## config.mk

```make
export PLATFORM = sky130hd
export DESIGN_NAME = trapezoid_motion_profile_unit
export DESIGN_NICKNAME = d
export VERILOG_FILES = /design/src/hw/rtl/tmpu_pkg.sv /design/src/hw/rtl/tmpu_ctrl.sv /design/src/hw/rtl/tmpu_dp.sv /design/src/hw/rtl/trapezoid_motion_profile_unit.sv
export SDC_FILE = /design/constraint.sdc
export NUM_CORES = 2
export LEC_CHECK = 0
export BUFFER_PORTS_ARGS = -buffer_cell sky130_fd_sc_hd__buf_2
export CORE_MARGIN = 3
export CORE_UTILIZATION = 60
export DETAILED_ROUTE_END_ITERATION = 16
export HOLD_SLACK_MARGIN = 0.06
export PLACE_DENSITY = 0.83
export SYNTH_ARGS = -nofsm -noshare
export SYNTH_HDL_FRONTEND = slang
export SYNTH_SLANG_ARGS = --single-unit
```

## constraint.sdc

```tcl
create_clock -name clk_i -period 16.01 [get_ports clk_i]
set_input_delay 1.601 -clock clk_i [delete_from_list [all_inputs] [get_ports clk_i]]
set_output_delay 1.601 -clock clk_i [all_outputs]
set_load 0.1 [all_outputs]
```

## src/hw/rtl/tmpu_pkg.sv

```systemverilog
// Shared types, constants and helpers for the trapezoid motion profile unit.
package tmpu_pkg;

  localparam int PosW   = 32;
  localparam int AccW   = 31;
  localparam int TickW  = 16;
  localparam int PhaseW = 2;
  localparam int CfgIdxW = 2;
  localparam int ProdW  = PosW + TickW;   // velocity * tick product width

  localparam logic [AccW-1:0]  AccelRateRst     = AccW'(65536);
  localparam logic [AccW-1:0]  VelocityLimitRst = AccW'(65536);
  localparam logic [TickW-1:0] TickSecondsRst   = TickW'(655);

  localparam logic ModeStart = 1'b0;
  localparam logic ModeTick  = 1'b1;

  typedef enum logic [PhaseW-1:0] {
    PH_ACCEL  = 2'd0,
    PH_CRUISE = 2'd1,
    PH_DECEL  = 2'd2
  } phase_e;

  typedef enum logic [1:0] {
    ST_IDLE,
    ST_VEL,
    ST_PMUL,
    ST_POS
  } state_e;

  typedef enum logic [CfgIdxW-1:0] {
    CFG_ACCEL_RATE     = 2'd0,
    CFG_VELOCITY_LIMIT = 2'd1,
    CFG_TICK_SECONDS   = 2'd2
  } cfg_idx_e;

  // controller -> datapath
  typedef struct packed {
    logic load_start;  // latch a new move from the input beat
    logic mul_dv;      // register accel * tick
    logic step_vel;    // phase decision and velocity update
    logic mul_pos;     // register velocity * tick
    logic step_pos;    // position update, load result register
  } cmd_t;

  // datapath -> controller
  typedef struct packed {
    logic moving;
  } status_t;

  // clamp a 34-bit signed value to the signed 32-bit range
  function automatic logic [PosW-1:0] sat_s32(input logic [PosW+1:0] v);
    logic [PosW-1:0] r;
    if ((v[PosW+1] == v[PosW]) && (v[PosW] == v[PosW-1])) begin
      r = v[PosW-1:0];
    end else if (v[PosW+1]) begin
      r = {1'b1, {(PosW-1){1'b0}}};
    end else begin
      r = {1'b0, {(PosW-1){1'b1}}};
    end
    return r;
  endfunction

endpackage

```

## src/hw/rtl/tmpu_ctrl.sv

```systemverilog
// Sequencing state machine for the trapezoid motion profile unit.
module tmpu_ctrl import tmpu_pkg::*; (
  input  logic    clk_i,
  input  logic    rst_ni,
  input  logic    in_valid_i,
  output logic    in_ready_o,
  input  logic    mode_i,
  output logic    out_valid_o,
  input  logic    out_ready_i,
  input  status_t status_i,
  output cmd_t    cmd_o
);

  state_e state_q, state_d;
  logic   out_valid_q, out_valid_d;
  logic   pos_go;
  cmd_t   cmd;

  // position step may commit once the result register is free or draining
  assign pos_go = !out_valid_q || out_ready_i;

  always_comb begin
    state_d = state_q;
    unique case (state_q)
      ST_IDLE: begin
        if (in_valid_i && (mode_i == ModeTick) && status_i.moving) begin
          state_d = ST_VEL;
        end
      end
      ST_VEL:  state_d = ST_PMUL;
      ST_PMUL: state_d = ST_POS;
      ST_POS: begin
        if (pos_go) begin
          state_d = ST_IDLE;
        end
      end
      default: state_d = ST_IDLE;
    endcase
  end

  always_comb begin
    cmd        = '0;
    in_ready_o = 1'b0;
    unique case (state_q)
      ST_IDLE: begin
        in_ready_o     = 1'b1;
        cmd.load_start = in_valid_i && (mode_i == ModeStart);
        cmd.mul_dv     = in_valid_i && (mode_i == ModeTick) && status_i.moving;
      end
      ST_VEL:  cmd.step_vel = 1'b1;
      ST_PMUL: cmd.mul_pos  = 1'b1;
      ST_POS:  cmd.step_pos = pos_go;
      default: cmd = '0;
    endcase
  end

  assign out_valid_d = cmd.step_pos || (out_valid_q && !out_ready_i);

  always_ff @(posedge clk_i or negedge rst_ni) begin
    if (!rst_ni) begin
      state_q     <= ST_IDLE;
      out_valid_q <= 1'b0;
    end else begin
      state_q     <= state_d;
      out_valid_q <= out_valid_d;
    end
  end

  assign cmd_o       = cmd;
  assign out_valid_o = out_valid_q;

endmodule

```

## src/hw/rtl/tmpu_dp.sv

```systemverilog
// Datapath: config registers, motion state, multipliers and result register.
module tmpu_dp import tmpu_pkg::*; (
  input  logic                      clk_i,
  input  logic                      rst_ni,
  input  cmd_t                      cmd_i,
  output status_t                   status_o,
  input  logic                      cfg_we_i,
  input  logic        [CfgIdxW-1:0] cfg_index_i,
  input  logic        [AccW-1:0]    cfg_data_i,
  input  logic signed [PosW-1:0]    start_pos_i,
  input  logic signed [PosW-1:0]    end_pos_i,
  output logic signed [PosW-1:0]    position_o,
  output logic        [PhaseW-1:0]  phase_o,
  output logic                      last_o
);

  // config
  logic [AccW-1:0]  accel_q, vlim_q;
  logic [TickW-1:0] tick_q;

  // motion state
  logic [PosW-1:0] pos_q, vel_q, origin_q, target_q, ramp_q;
  phase_e          phase_q;
  logic            moving_q;

  // pipeline registers
  logic [AccW-1:0]         dv_q, dv_d;
  logic signed [ProdW-1:0] pm_q, pm_d;

  // result register
  logic [PosW-1:0]   res_pos_q;
  logic [PhaseW-1:0] res_phase_q;
  logic              res_last_q;

  logic [AccW+TickW-1:0] dv_prod;
  logic [PosW+1:0]       vel_ext, dv_ext, pos_sum, remain;
  logic [PosW-1:0]       vel_up, vel_dn, vel_d, ramp_d, pos_d;
  logic [PosW:0]         span, mid, pos33;
  logic                  reach, near, last_d;
  phase_e                phase_d;

  // velocity increment, exact product truncated
  assign dv_prod = accel_q * tick_q;
  assign dv_d    = dv_prod[AccW+TickW-1:TickW];

  assign vel_ext = {{2{vel_q[PosW-1]}}, vel_q};
  assign dv_ext  = {3'b000, dv_q};
  assign vel_up  = sat_s32(vel_ext + dv_ext);
  assign vel_dn  = sat_s32(vel_ext - dv_ext);

  // midpoint; span is never negative while moving
  assign span  = {target_q[PosW-1], target_q} - {origin_q[PosW-1], origin_q};
  assign mid   = {origin_q[PosW-1], origin_q} + {1'b0, span[PosW:1]};
  assign pos33 = {pos_q[PosW-1], pos_q};
  assign reach = ($signed(vel_up) >= $signed({1'b0, vlim_q})) ||
                 ($signed(pos33) >= $signed(mid));

  assign remain = {{2{target_q[PosW-1]}}, target_q} - {{2{pos_q[PosW-1]}}, pos_q};
  assign near   = $signed(remain) <= $signed({2'b00, ramp_q});

  always_comb begin
    vel_d   = vel_q;
    phase_d = phase_q;
    ramp_d  = ramp_q;
    unique case (phase_q)
      PH_ACCEL: begin
        vel_d = vel_up;
        if (reach) begin
          ramp_d  = pos_q - origin_q;
          phase_d = PH_CRUISE;
        end
      end
      PH_CRUISE: begin
        if (near) begin
          phase_d = PH_DECEL;
        end
      end
      default: vel_d = vel_dn;
    endcase
  end

  // position increment, floor via arithmetic shift of the product
  assign pm_d    = $signed(vel_q) * $signed({1'b0, tick_q});
  assign pos_sum = {{2{pos_q[PosW-1]}}, pos_q} +
                   {{2{pm_q[ProdW-1]}}, pm_q[ProdW-1:TickW]};
  assign pos_d   = sat_s32(pos_sum);
  assign last_d  = ($signed(pos_d) > $signed(target_q)) || vel_q[PosW-1];

  always_ff @(posedge clk_i or negedge rst_ni) begin
    if (!rst_ni) begin
      accel_q <= AccelRateRst;
      vlim_q  <= VelocityLimitRst;
      tick_q  <= TickSecondsRst;
    end else if (cfg_we_i) begin
      unique case (cfg_index_i)
        CFG_ACCEL_RATE:     accel_q <= cfg_data_i;
        CFG_VELOCITY_LIMIT: vlim_q  <= cfg_data_i;
        CFG_TICK_SECONDS:   tick_q  <= cfg_data_i[TickW-1:0];
        default: ;
      endcase
    end
  end

  always_ff @(posedge clk_i or negedge rst_ni) begin
    if (!rst_ni) begin
      pos_q    <= '0;
      vel_q    <= '0;
      origin_q <= '0;
      target_q <= '0;
      ramp_q   <= '0;
      phase_q  <= PH_ACCEL;
      moving_q <= 1'b0;
    end else if (cmd_i.load_start) begin
      origin_q <= start_pos_i;
      target_q <= end_pos_i;
      pos_q    <= start_pos_i;
      vel_q    <= '0;
      ramp_q   <= '0;
      phase_q  <= PH_ACCEL;
      moving_q <= (start_pos_i <= end_pos_i);
    end else if (cmd_i.step_vel) begin
      vel_q   <= vel_d;
      phase_q <= phase_d;
      ramp_q  <= ramp_d;
    end else if (cmd_i.step_pos) begin
      pos_q <= pos_d;
      if (last_d) begin
        moving_q <= 1'b0;
      end
    end
  end

  always_ff @(posedge clk_i) begin
    if (cmd_i.mul_dv) begin
      dv_q <= dv_d;
    end
    if (cmd_i.mul_pos) begin
      pm_q <= pm_d;
    end
    if (cmd_i.step_pos) begin
      res_pos_q   <= pos_d;
      res_phase_q <= phase_q;
      res_last_q  <= last_d;
    end
  end

  assign status_o.moving = moving_q;
  assign position_o      = res_pos_q;
  assign phase_o         = res_phase_q;
  assign last_o          = res_last_q;

endmodule

```

## src/hw/rtl/trapezoid_motion_profile_unit.sv

```systemverilog
// Top level of the single-axis trapezoidal setpoint generator (Q16.16).
//
//  channel   direction  handshake               payload
//  ---------------------------------------------------------------------------
//  in        sink       in_valid_i / in_ready_o  mode_i, start_pos_i, end_pos_i
//  out       source     out_valid_o/out_ready_i  position_o, phase_o, last_o
//  cfg       sink       cfg_we_i (no wait)       cfg_index_i, cfg_data_i
//
//  Sequence: a tick beat of a moving axis runs the steps accept (accel*tick)
//  -> velocity -> velocity*tick -> position, and the next beat is not taken
//  until the last step is done. Start beats and idle ticks finish on accept.
//  Reset: asynchronous, active low; config returns to its defaults and the
//  axis goes idle in the accelerate phase with its motion state zeroed.
//  Stalls: the result register lets the next beat be accepted while a result
//  waits; a tick only holds in its last step if the previous result is still
//  unclaimed.
module trapezoid_motion_profile_unit import tmpu_pkg::*; (
  input  logic                      clk_i,
  input  logic                      rst_ni,
  // input beats
  input  logic                      in_valid_i,
  output logic                      in_ready_o,
  input  logic                      mode_i,
  input  logic signed [PosW-1:0]    start_pos_i,
  input  logic signed [PosW-1:0]    end_pos_i,
  // result beats
  output logic                      out_valid_o,
  input  logic                      out_ready_i,
  output logic signed [PosW-1:0]    position_o,
  output logic        [PhaseW-1:0]  phase_o,
  output logic                      last_o,
  // config writes
  input  logic                      cfg_we_i,
  input  logic        [CfgIdxW-1:0] cfg_index_i,
  input  logic        [AccW-1:0]    cfg_data_i
);

  cmd_t    cmd;
  status_t status;

  // sequencing: decides which datapath step runs each cycle
  tmpu_ctrl u_ctrl (
    .clk_i       (clk_i),
    .rst_ni      (rst_ni),
    .in_valid_i  (in_valid_i),
    .in_ready_o  (in_ready_o),
    .mode_i      (mode_i),
    .out_valid_o (out_valid_o),
    .out_ready_i (out_ready_i),
    .status_i    (status),
    .cmd_o       (cmd)
  );

  // arithmetic, motion state and the result register
  tmpu_dp u_dp (
    .clk_i       (clk_i),
    .rst_ni      (rst_ni),
    .cmd_i       (cmd),
    .status_o    (status),
    .cfg_we_i    (cfg_we_i),
    .cfg_index_i (cfg_index_i),
    .cfg_data_i  (cfg_data_i),
    .start_pos_i (start_pos_i),
    .end_pos_i   (end_pos_i),
    .position_o  (position_o),
    .phase_o     (phase_o),
    .last_o      (last_o)
  );

endmodule

```

==> metrics.txt <==
final setup violating endpoints=0; post-synthesis sequential area ratio=15.3%; vias per std cell=6.05; Cells after DPL=7841; CTS Buffer Depth=3; crit path capture type=flop; Die Width=321 um; status=completed; RSZ-0062 raised after global routing=no; CP max FO=32; Post-CTS Setup Bufs=0; CTS Buf Count=44; P&R area growth vs syn=5.23%; Hold Crit Class=flop to flop; Worst-Margin Slew=1.17 ns; critical path depth=37; Final Hold Fails=0; number of enable flip-flop cells after synthesis=98; clock sink count=342; synth top area cells=fa_1 30%, ha_1 13%, dfrtp_1 9.9%, inv_1 7.7%, nand2_1 5.8%; final worst-path cycle share=53.9%; crit path to=u_dp.ramp_q[17]$_DFFE_PN0P_; Critical R2R Capture=u_dp.ramp_q[17]$_DFFE_PN0P_; Req. time, crit path=16.51 ns; Setup crit start=u_dp.target_q[0]$_DFFE_PN0P_; initial DRC count=4238; number of global-route vias before repair=50.7k; Worst R2R Setup Slack=7.39 ns; top-count cell post-synth=inv_1; max_cap viols=0; largest area contributor in the netlist=fa_1; Fin Setup TNS=0 ns; gp weighted congestion=0.976; drc violations=0; critical path class=flop to flop; filler instances=7746; Final Max Slew Viols=0; Finished Layout Cells=7928; Worst Clk Skew=0.0361 ns; DR vias=48.0k; I/O Pins=140; iteration count of the initial detailed-routing pass=5; synthesized area per cell=8.94 um2; Yosys reg bits=342; syn_nets=8254; initial antenna violation count=7; Port Buffer Count=139; CP delay by family, top=compound AO/OA/AOI/OAI gates; Synth Instances=6644; post-synth top area share=30.1%; final core occ=64.1%; fraction of layout cells with a size suffix above 1=6.26%; starting density of the core=61.0%; Post-Syn Area=59400 um2; global-route wire length before repair=273000 um; Hold Worst Slack=0.506 ns; die height=321 um; Max Clk Rate=116 MHz; core box area=97400 um2; CTS tree=done; CP max stage cell=o41ai_1; Ys Warns=0; Worst-Skew Late Latency=0.64 ns; total wire length=170000 um; largest net degree at the start of global routing=103; Slew HR=21.8%; FF-to-FF Start=u_dp.target_q[0]$_DFFE_PN0P_; Critical Path Source Type=flop; # resized after CTS=0; drt wl/cell=21.5 um; worst r2r path cells=37; root buf cell=clkbuf_16; fraction of registers with async set/reset=71.3%; CP most frequent cell=o21ai_0; critical path arrival=9.12 ns; total global routing track utilization=33.8%; Post-synth top cells=1218 x inv_1, 923 x nand2_1, 892 x fa_1, 615 x ha_1, 335 x and2_1; fin crit period=8.62 ns; die area=103000 um2; grt total ovfl=0; post-route ant nets=0; slowest stage delay, CP=0.60 ns; Rows=114; clk slew on worst S/H paths=0.06 ns; prevailing post-synth register cell=dfrtp_1; CP bufs+invs=3; count of different cell masters after synthesis=95; Hold-fix buffers, CTS=0; # nets final=8221; H-tree levels=2; Post-DP HPWL=134000 um
## worst min path at each step
stage / from / endpoint / slack, ns / cells past startpoint
4_1_cts: u_dp.vlim_q[29]$_DFFE_PN0P_ / u_dp.vlim_q[29]$_DFFE_PN0P_ / 0.51 / 1
3_3_place_gp: u_dp.ramp_q[5]$_DFFE_PN0P_ / u_dp.ramp_q[5]$_DFFE_PN0P_ / 0.49 / 1
5_1_grt: u_dp.vlim_q[29]$_DFFE_PN0P_ / u_dp.vlim_q[29]$_DFFE_PN0P_ / 0.52 / 1
3_5_place_dp: u_dp.vlim_q[29]$_DFFE_PN0P_ / u_dp.vlim_q[29]$_DFFE_PN0P_ / 0.49 / 1
6_report: u_dp.vlim_q[22]$_DFFE_PN0P_ / u_dp.vlim_q[22]$_DFFE_PN0P_ / 0.51 / 1
2_1_floorplan: u_dp.ramp_q[1]$_DFFE_PN0P_ / u_dp.ramp_q[1]$_DFFE_PN0P_ / 0.47 / 1
## routing by layer
metal | share of wire, % | GRT usage (%)
met1 | 39 | 43.8
met2 | 46 | 54.6
met3 | 9.7 | 6.65
met4 | 5.7 | 17.0
met5 | 0.018 | 0
## per-stage QoR
| step | setup slack, ns | area (um2) |
|---|---|---|
| 2_1_floorplan | 8.93 | 59400 |
| 3_3_place_gp | 7.64 | 61000 |
| 3_5_place_dp | 7.52 | 61000 |
| 4_1_cts | 7.46 | 62500 |
| 5_1_grt | 6.74 | 62500 |
| 6_report | 7.39 | 62500 |
## sequential cells by signal, summed over array words and instances (netlist names), 16 cells and up
name             count
u_dp.position_o     32
u_dp.pm_q           32
u_dp.ramp_q         32
u_dp.accel_q        31
u_dp.target_q       32
u_dp.origin_q       32
u_dp.tick_q         16
u_dp.vlim_q         31
u_dp.dv_q           31
u_dp.pos_q          32
u_dp.vel_q          32
## cell usage in the layout (no fill, tap or decap), types with 10 or more instances in the layout
| cell type | n |
|---|---|
| nand4_1 | 55 |
| a221o_1 | 32 |
| o31a_1 | 10 |
| o21ai_0 | 250 |
| buf_2 | 138 |
| and3_1 | 26 |
| edfxtp_1 | 98 |
| mux2i_1 | 25 |
| fa_1 | 892 |
| nor2_1 | 224 |
| or3_1 | 14 |
| dfrtp_1 | 228 |
| or2_2 | 11 |
| o21bai_1 | 43 |
| nand2b_1 | 54 |
| mux2_2 | 80 |
| a2111oi_0 | 10 |
| nor4_1 | 10 |
| xnor2_1 | 173 |
| buf_4 | 52 |
| nor2b_1 | 46 |
| and2_1 | 335 |
| a211oi_1 | 32 |
| nand3_1 | 63 |
| xor2_1 | 74 |
| a22o_1 | 10 |
| o21a_1 | 35 |
| nor3_1 | 51 |
| a31oi_1 | 32 |
| a21oi_1 | 322 |
| nand2_1 | 923 |
| o31ai_1 | 16 |
| o211ai_1 | 17 |
| a21o_1 | 152 |
| o22ai_1 | 23 |
| inv_1 | 1217 |
| clkbuf_16 | 44 |
| ha_1 | 615 |
## layout make-up
class	instances	area [um2]	share of cell area [%]
diodes	5	12.5	0.0200
well taps	1276	1600	2.55
repair buffers	191	1100	1.75
flip-flops and latches	342	9070	14.5
inverters	1219	4580	7.32
clock buffers	53	1140	1.83
clock inverters	29	293	0.468
multi-input cells	4813	44700	71.5
## cells by family after synthesis
group / after synthesis / synth area share [%]
simple gates: 1856 / 14.6
fa+ha+maj: 1516 / 43.2
buf+inv: 1489 / 9.55
compound gates: 1088 / 11.8
flops: 342 / 15.3
xor+xnor: 247 / 3.64
mux: 106 / 1.96
Power is not shown: default switching activity piles up to over one toggle a cycle in this logic, so the estimate is an artifact.
